--- src/sv/d8fa_pkg.sv ---
// Shared types and constants for the D8 flow accumulation block.
// Used by d8fa_ctrl, d8fa_dpath and d8_flow_accumulation; depends on nothing.
package d8fa_pkg;

  localparam int unsigned ACC_W = 13;
  localparam logic [ACC_W-1:0] ACC_MAX = 13'd8191;

  // item modes
  localparam logic [1:0] MODE_LOAD = 2'd0;
  localparam logic [1:0] MODE_RUN  = 2'd1;
  localparam logic [1:0] MODE_READ = 2'd2;

  // result kinds
  localparam logic KIND_RUN  = 1'b0;
  localparam logic KIND_READ = 1'b1;

  // configuration register indexes
  localparam logic [1:0] CFG_ROWS = 2'd0;
  localparam logic [1:0] CFG_COLS = 2'd1;
  localparam logic [1:0] CFG_NULL = 2'd2;

  typedef enum logic [4:0] {
    ST_RST_CLR,
    ST_IDLE,
    ST_READ,
    ST_RUN_CLR,
    ST_M_SELF,
    ST_M_SELFW,
    ST_M_NB,
    ST_M_NBW,
    ST_M_WR,
    ST_S_RD,
    ST_S_CHK,
    ST_T_WR,
    ST_T_DIR,
    ST_T_NEXT,
    ST_T_SUM,
    ST_T_SUMW,
    ST_T_STEP,
    ST_T_END,
    ST_DONE
  } state_e;

  // direction memory read address select
  typedef enum logic [1:0] {
    DSEL_SCAN,
    DSEL_NB_SCAN,
    DSEL_TRACE,
    DSEL_MOVE
  } dsel_e;

  typedef struct packed {
    logic  clr_start;
    logic  clr_step;
    logic  load_wr;
    logic  out_read;
    logic  out_run;
    logic  scan_reset;
    logic  scan_adv;
    logic  self_cap;
    logic  nb_clear;
    logic  nb_eval;
    logic  mask_wr;
    logic  t_start;
    logic  t_write;
    logic  t_move;
    logic  t_next;
    logic  sum_add;
    logic  k_adv;
    logic  t_step;
    dsel_e dsel;
    logic  msel_move;
    logic  asel_nb;
  } cmd_t;

  typedef struct packed {
    logic clr_last;
    logic scan_last;
    logic k_last;
    logic mask_bit;
    logic trace_go;
    logic move_ok;
    logic next_stop;
    logic acc_zero;
    logic step_limit;
    logic out_busy;
  } sts_t;

endpackage

--- src/sv/d8fa_ctrl.sv ---
// Sequencer for the D8 flow accumulation block: item handshake and run phases.
// Depends on d8fa_pkg; drives d8fa_dpath through cmd_t, watches sts_t.
module d8fa_ctrl (
  input  logic           clk_i,
  input  logic           rst_ni,
  input  logic           in_valid_i,
  input  logic [1:0]     in_mode_i,
  output logic           in_ready_o,
  output d8fa_pkg::cmd_t cmd_o,
  input  d8fa_pkg::sts_t sts_i
);
  import d8fa_pkg::*;

  state_e state_q, state_d;
  logic   accept;

  assign in_ready_o = (state_q == ST_IDLE) && !sts_i.out_busy;
  assign accept     = in_valid_i && in_ready_o;

  // state register
  always_ff @(posedge clk_i or negedge rst_ni) begin
    if (!rst_ni) begin
      state_q <= ST_RST_CLR;
    end else begin
      state_q <= state_d;
    end
  end

  // next state
  always_comb begin
    state_d = state_q;
    case (state_q)
      ST_RST_CLR: if (sts_i.clr_last) state_d = ST_IDLE;
      ST_IDLE: begin
        if (accept) begin
          case (in_mode_i)
            MODE_RUN:  state_d = ST_RUN_CLR;
            MODE_READ: state_d = ST_READ;
            default:   state_d = ST_IDLE;
          endcase
        end
      end
      ST_READ:    state_d = ST_IDLE;
      ST_RUN_CLR: if (sts_i.clr_last) state_d = ST_M_SELF;
      ST_M_SELF:  state_d = ST_M_SELFW;
      ST_M_SELFW: state_d = ST_M_NB;
      ST_M_NB:    state_d = ST_M_NBW;
      ST_M_NBW:   state_d = sts_i.k_last ? ST_M_WR : ST_M_NB;
      ST_M_WR:    state_d = sts_i.scan_last ? ST_S_RD : ST_M_SELF;
      ST_S_RD:    state_d = ST_S_CHK;
      ST_S_CHK: begin
        if (sts_i.trace_go)       state_d = ST_T_WR;
        else if (sts_i.scan_last) state_d = ST_DONE;
        else                      state_d = ST_S_RD;
      end
      ST_T_WR:   state_d = ST_T_DIR;
      ST_T_DIR:  state_d = sts_i.move_ok ? ST_T_NEXT : ST_T_END;
      ST_T_NEXT: state_d = sts_i.next_stop ? ST_T_END : ST_T_SUM;
      ST_T_SUM: begin
        if (sts_i.mask_bit)    state_d = ST_T_SUMW;
        else if (sts_i.k_last) state_d = ST_T_STEP;
        else                   state_d = ST_T_SUM;
      end
      ST_T_SUMW: begin
        if (sts_i.acc_zero)    state_d = ST_T_END;
        else if (sts_i.k_last) state_d = ST_T_STEP;
        else                   state_d = ST_T_SUM;
      end
      ST_T_STEP: state_d = sts_i.step_limit ? ST_T_END : ST_T_WR;
      ST_T_END:  state_d = sts_i.scan_last ? ST_DONE : ST_S_RD;
      ST_DONE:   state_d = ST_IDLE;
      default:   state_d = ST_IDLE;
    endcase
  end

  // command outputs
  always_comb begin
    cmd_o = '0;
    cmd_o.dsel = DSEL_SCAN;
    case (state_q)
      ST_RST_CLR: cmd_o.clr_step = 1'b1;
      ST_IDLE: begin
        if (accept) begin
          case (in_mode_i)
            MODE_LOAD: cmd_o.load_wr = 1'b1;
            MODE_RUN: begin
              cmd_o.clr_start  = 1'b1;
              cmd_o.scan_reset = 1'b1;
            end
            default: ;
          endcase
        end
      end
      ST_READ:    cmd_o.out_read = 1'b1;
      ST_RUN_CLR: cmd_o.clr_step = 1'b1;
      ST_M_SELF:  cmd_o.dsel = DSEL_SCAN;
      ST_M_SELFW: begin
        cmd_o.self_cap = 1'b1;
        cmd_o.nb_clear = 1'b1;
      end
      ST_M_NB:  cmd_o.dsel = DSEL_NB_SCAN;
      ST_M_NBW: cmd_o.nb_eval = 1'b1;
      ST_M_WR: begin
        cmd_o.mask_wr = 1'b1;
        if (sts_i.scan_last) cmd_o.scan_reset = 1'b1;
        else                 cmd_o.scan_adv   = 1'b1;
      end
      ST_S_RD: cmd_o.dsel = DSEL_SCAN;
      ST_S_CHK: begin
        if (sts_i.trace_go)        cmd_o.t_start  = 1'b1;
        else if (!sts_i.scan_last) cmd_o.scan_adv = 1'b1;
      end
      ST_T_WR: begin
        cmd_o.t_write = 1'b1;
        cmd_o.dsel    = DSEL_TRACE;
      end
      ST_T_DIR: begin
        cmd_o.dsel      = DSEL_MOVE;
        cmd_o.msel_move = 1'b1;
        cmd_o.t_move    = sts_i.move_ok;
      end
      ST_T_NEXT: cmd_o.t_next = !sts_i.next_stop;
      ST_T_SUM: begin
        cmd_o.asel_nb = 1'b1;
        cmd_o.k_adv   = !sts_i.mask_bit;
      end
      ST_T_SUMW: begin
        cmd_o.sum_add = !sts_i.acc_zero;
        cmd_o.k_adv   = !sts_i.acc_zero;
      end
      ST_T_STEP: cmd_o.t_step = 1'b1;
      ST_T_END:  cmd_o.scan_adv = !sts_i.scan_last;
      ST_DONE:   cmd_o.out_run = 1'b1;
      default: ;
    endcase
  end

endmodule

--- config.mk ---
export PLATFORM = sky130hd
export DESIGN_NAME = d8fa_ctrl
export DESIGN_NICKNAME = d
export VERILOG_FILES = /design/src/sv/d8fa_pkg.sv /design/src/sv/d8fa_ctrl.sv
export SDC_FILE = /design/constraint.sdc
export NUM_CORES = 1
export LEC_CHECK = 0
export ABC_AREA = 1
export BUFFER_PORTS_ARGS = -buffer_cell sky130_fd_sc_hd__buf_2
export CAP_MARGIN = 30
export CORE_AREA = 2 2 46 48
export CTS_BUF_LIST = sky130_fd_sc_hd__clkbuf_8
export DETAILED_ROUTE_END_ITERATION = 8
export DIE_AREA = 0 0 48 50
export PLACE_DENSITY = 0.75
export REMOVE_ABC_BUFFERS = 1
export SYNTH_ARGS = -nofsm -noshare
export SYNTH_HDL_FRONTEND = slang
export SYNTH_SLANG_ARGS = --single-unit
--- constraint.sdc ---
create_clock -name clk_i -period 2.75 [get_ports clk_i]
set_input_delay 0.275 -clock clk_i [delete_from_list [all_inputs] [get_ports clk_i]]
set_output_delay 0.275 -clock clk_i [all_outputs]
set_load 0.05 [all_outputs]
==> results.cfg <==
[cts]
cts_buffers = 3
cts_setup_buffers = 0
clock_sink_count = 5
root_buffer = clkbuf_8
cts.clk_slew.worst_paths_ns = 0.04
clock_latency_ns = 0.22
cts_tree = built
ctsLongestPathBuffers = 2
h-tree-depth = 1

[floorplanning]
die-area_sq_mm = 0.002400
ios = 38
die-height_um = 50
design.core.area_sq_mm = 0.001902
start_util = 0.4342
die_w_um = 48
fp-row-count = 16

[global_routing]
grt_pass1_vias = 917
overflow = 0
antenna_found_initial = 0
globalRouteTotalUtil = 0.2214
grt_max_degree = 9
grt_pass1_wl_mm = 3.919

[layout]
top_regs = state_q x5
finalNetCount = 216
top_register = state_q
mostFrequentLayoutCell = nand2_1
num_antenna_cells = 0
num-fill-cells = 212
multiInputGateArea_sq_um = 571.8
drive_above_1_share = 0.2538
area_growth_syn_to_layout_pct = 31.06
mostFrequentLayoutCells = nand2_1 (38), buf_2 (37), nor2_1 (33)
regArea_sq_um = 125.1
fin_util = 0.5691
largest_reg_flops = 5

[worst_setup_path]
crit_arrival_ns = 1.80
critical_path_class = register to primary output
crit_required_ns = 2.48
crit_fanout = 5
critPathCaptureType = primary output
worstSetupStartpointType = register
r2r_cells = 9

[route]
vias = 1111
drc = 0
routed_via_density = 4.960
dr.pass1.iters = 4
wirelength_mm = 2.477
drt_iter0_markers = 42
drt-wirelength-per-cell_um = 11.06
ant_nets = 0

[place]
portBuffers = 37
gp_congestion = 0.8895
hpwl_mm = 2.151

[sta]
setup_viol = 0
drv_slew = 0
tns_ns = 0
max_freq_mhz = 481.6
fin_skew_ns = 0.002498
hold_viol = 0
max_slew_margin = 0.7914
rsz0062_at_grt = false
fin_crit_sh = 0.7551
worstMarginPinSlew_ns = 0.3129
fin_crit_ns = 2.077

[synth]
synth-seq-cells = 5
syn_inst = 157
synth_area_per_cell_sq_um = 5.260
ys_types = 23
yosysSeqAreaShare = 0.1515
ys_warn_count = 0
syn-cell-area_sq_um = 825.8

[power_and_ir_drop]
cellPowerDensity_mw_per_mm2 = 923.9
ir_drop_uv = 455.8
leakage_nw = 0.6872

[run_status]
status = completed

[min_path]
hp-class = primary input to register
hold_depth = 3

[run]
drv_cap = 0
power breakdown:
part           switching, W  internal, W  leakage (nW)
combinational      0.000542     0.000190         0.597
sequential        0.0000301     0.000102        0.0649
clock             0.0000380    0.0000974        0.0255
total              0.000611     0.000389         0.687
through the flow:
step / setup WS (ns) / total power [W] / area [sq um] / std cells / hold slack [ns]
floorplan: 0.02663 / 0.0006901 / 807.0 / 155 / -0.02059
global placement: 0.9708 / 0.0008623 / 1026 / 219 / 0.09438
detailed placement: 0.9229 / 0.0008607 / 1026 / 219 / 0.09546
CTS: 0.6853 / 0.001001 / 1082 / 224 / 0.3411
global route: 0.5270 / 0.001082 / 1082 / 224 / 0.3675
finish: 0.6734 / 0.0009999 / 1082 / 224 / 0.3450
per-layer routing:
metal	vias up	global-route usage	routed length (um)
met5	-	0	0
li1	575	-	-
met2	46	0.3867	1226
met4	0	0.01802	0
met1	490	0.2876	1050
met3	0	0.03297	201
worst max-delay path, stage by stage, from the launching register on:
cell and delay [ns]:
dfrtp_1 0.40, inv_1 0.10, nand2_1 0.15, inv_1 0.17, nand2_1 0.11, nor2_1 0.13, nand2_1 0.10, o21ai_1 0.13
buf_2 0.28
cell families (layout without fill, tap and decap cells):
group           after synthesis  in the layout  synth area share
compound gates               24             24            0.1545
simple gates                 94             94            0.4924
flops                         5              5            0.1515
buf+inv                      31             71            0.1561
fa+ha+maj                     3              3           0.04546
synthesized netlist by cell type:
cell | number | area share
a21oi_1 | 3 | 0.018
buf_4 | 1 | 0.0091
buf_6 | 1 | 0.014
clkinv_2 | 1 | 0.0061
dfrtp_1 | 5 | 0.15
ha_1 | 3 | 0.045
inv_1 | 27 | 0.12
inv_2 | 1 | 0.0045
nand2_1 | 38 | 0.17
nand2_2 | 1 | 0.0076
nand3_1 | 11 | 0.067
nand3_2 | 2 | 0.024
nand4_1 | 2 | 0.015
nor2_1 | 33 | 0.15
nor2_2 | 3 | 0.023
nor2_4 | 1 | 0.014
nor3_1 | 2 | 0.012
nor4_1 | 1 | 0.0076
o2111ai_1 | 1 | 0.011
o211ai_1 | 1 | 0.0091
o21ai_0 | 17 | 0.10
o21ai_1 | 1 | 0.0061
o22ai_1 | 1 | 0.0076
final timing paths:
path / startpoint / slack, ns / end
worst max-delay path: state_q[1] / 0.67 / cmd_o[16]
worst min-delay path: sts_i[3] / 0.34 / state_q[4]
worst max register to register: state_q[4] / 1.15 / state_q[1]
worst min register to register: state_q[0] / 0.75 / state_q[3]
max in group asynchronous: rst_ni / 2.22 / state_q[1]
min in group asynchronous: rst_ni / 0.40 / state_q[3]
area by class of cell:
| type | count | share of cell area |
|---|---|---|
| inverters | 29 | 0.1017 |
| repair buffers | 38 | 0.1803 |
| clock buffers | 3 | 0.03815 |
| flip-flops and latches | 5 | 0.1156 |
| clock inverters | 1 | 0.004624 |
| multi-input cells | 121 | 0.5283 |
| well taps | 27 | 0.03121 |
what timing repair did:
| action | CTS | global route |
|---|---|---|
| hold buffers | 1 | 0 |
| endpoints found under the hold margin | 5 | 0 |
| resized for setup | 0 | 0 |
Note: power is estimated with default switching activity, not from simulation.
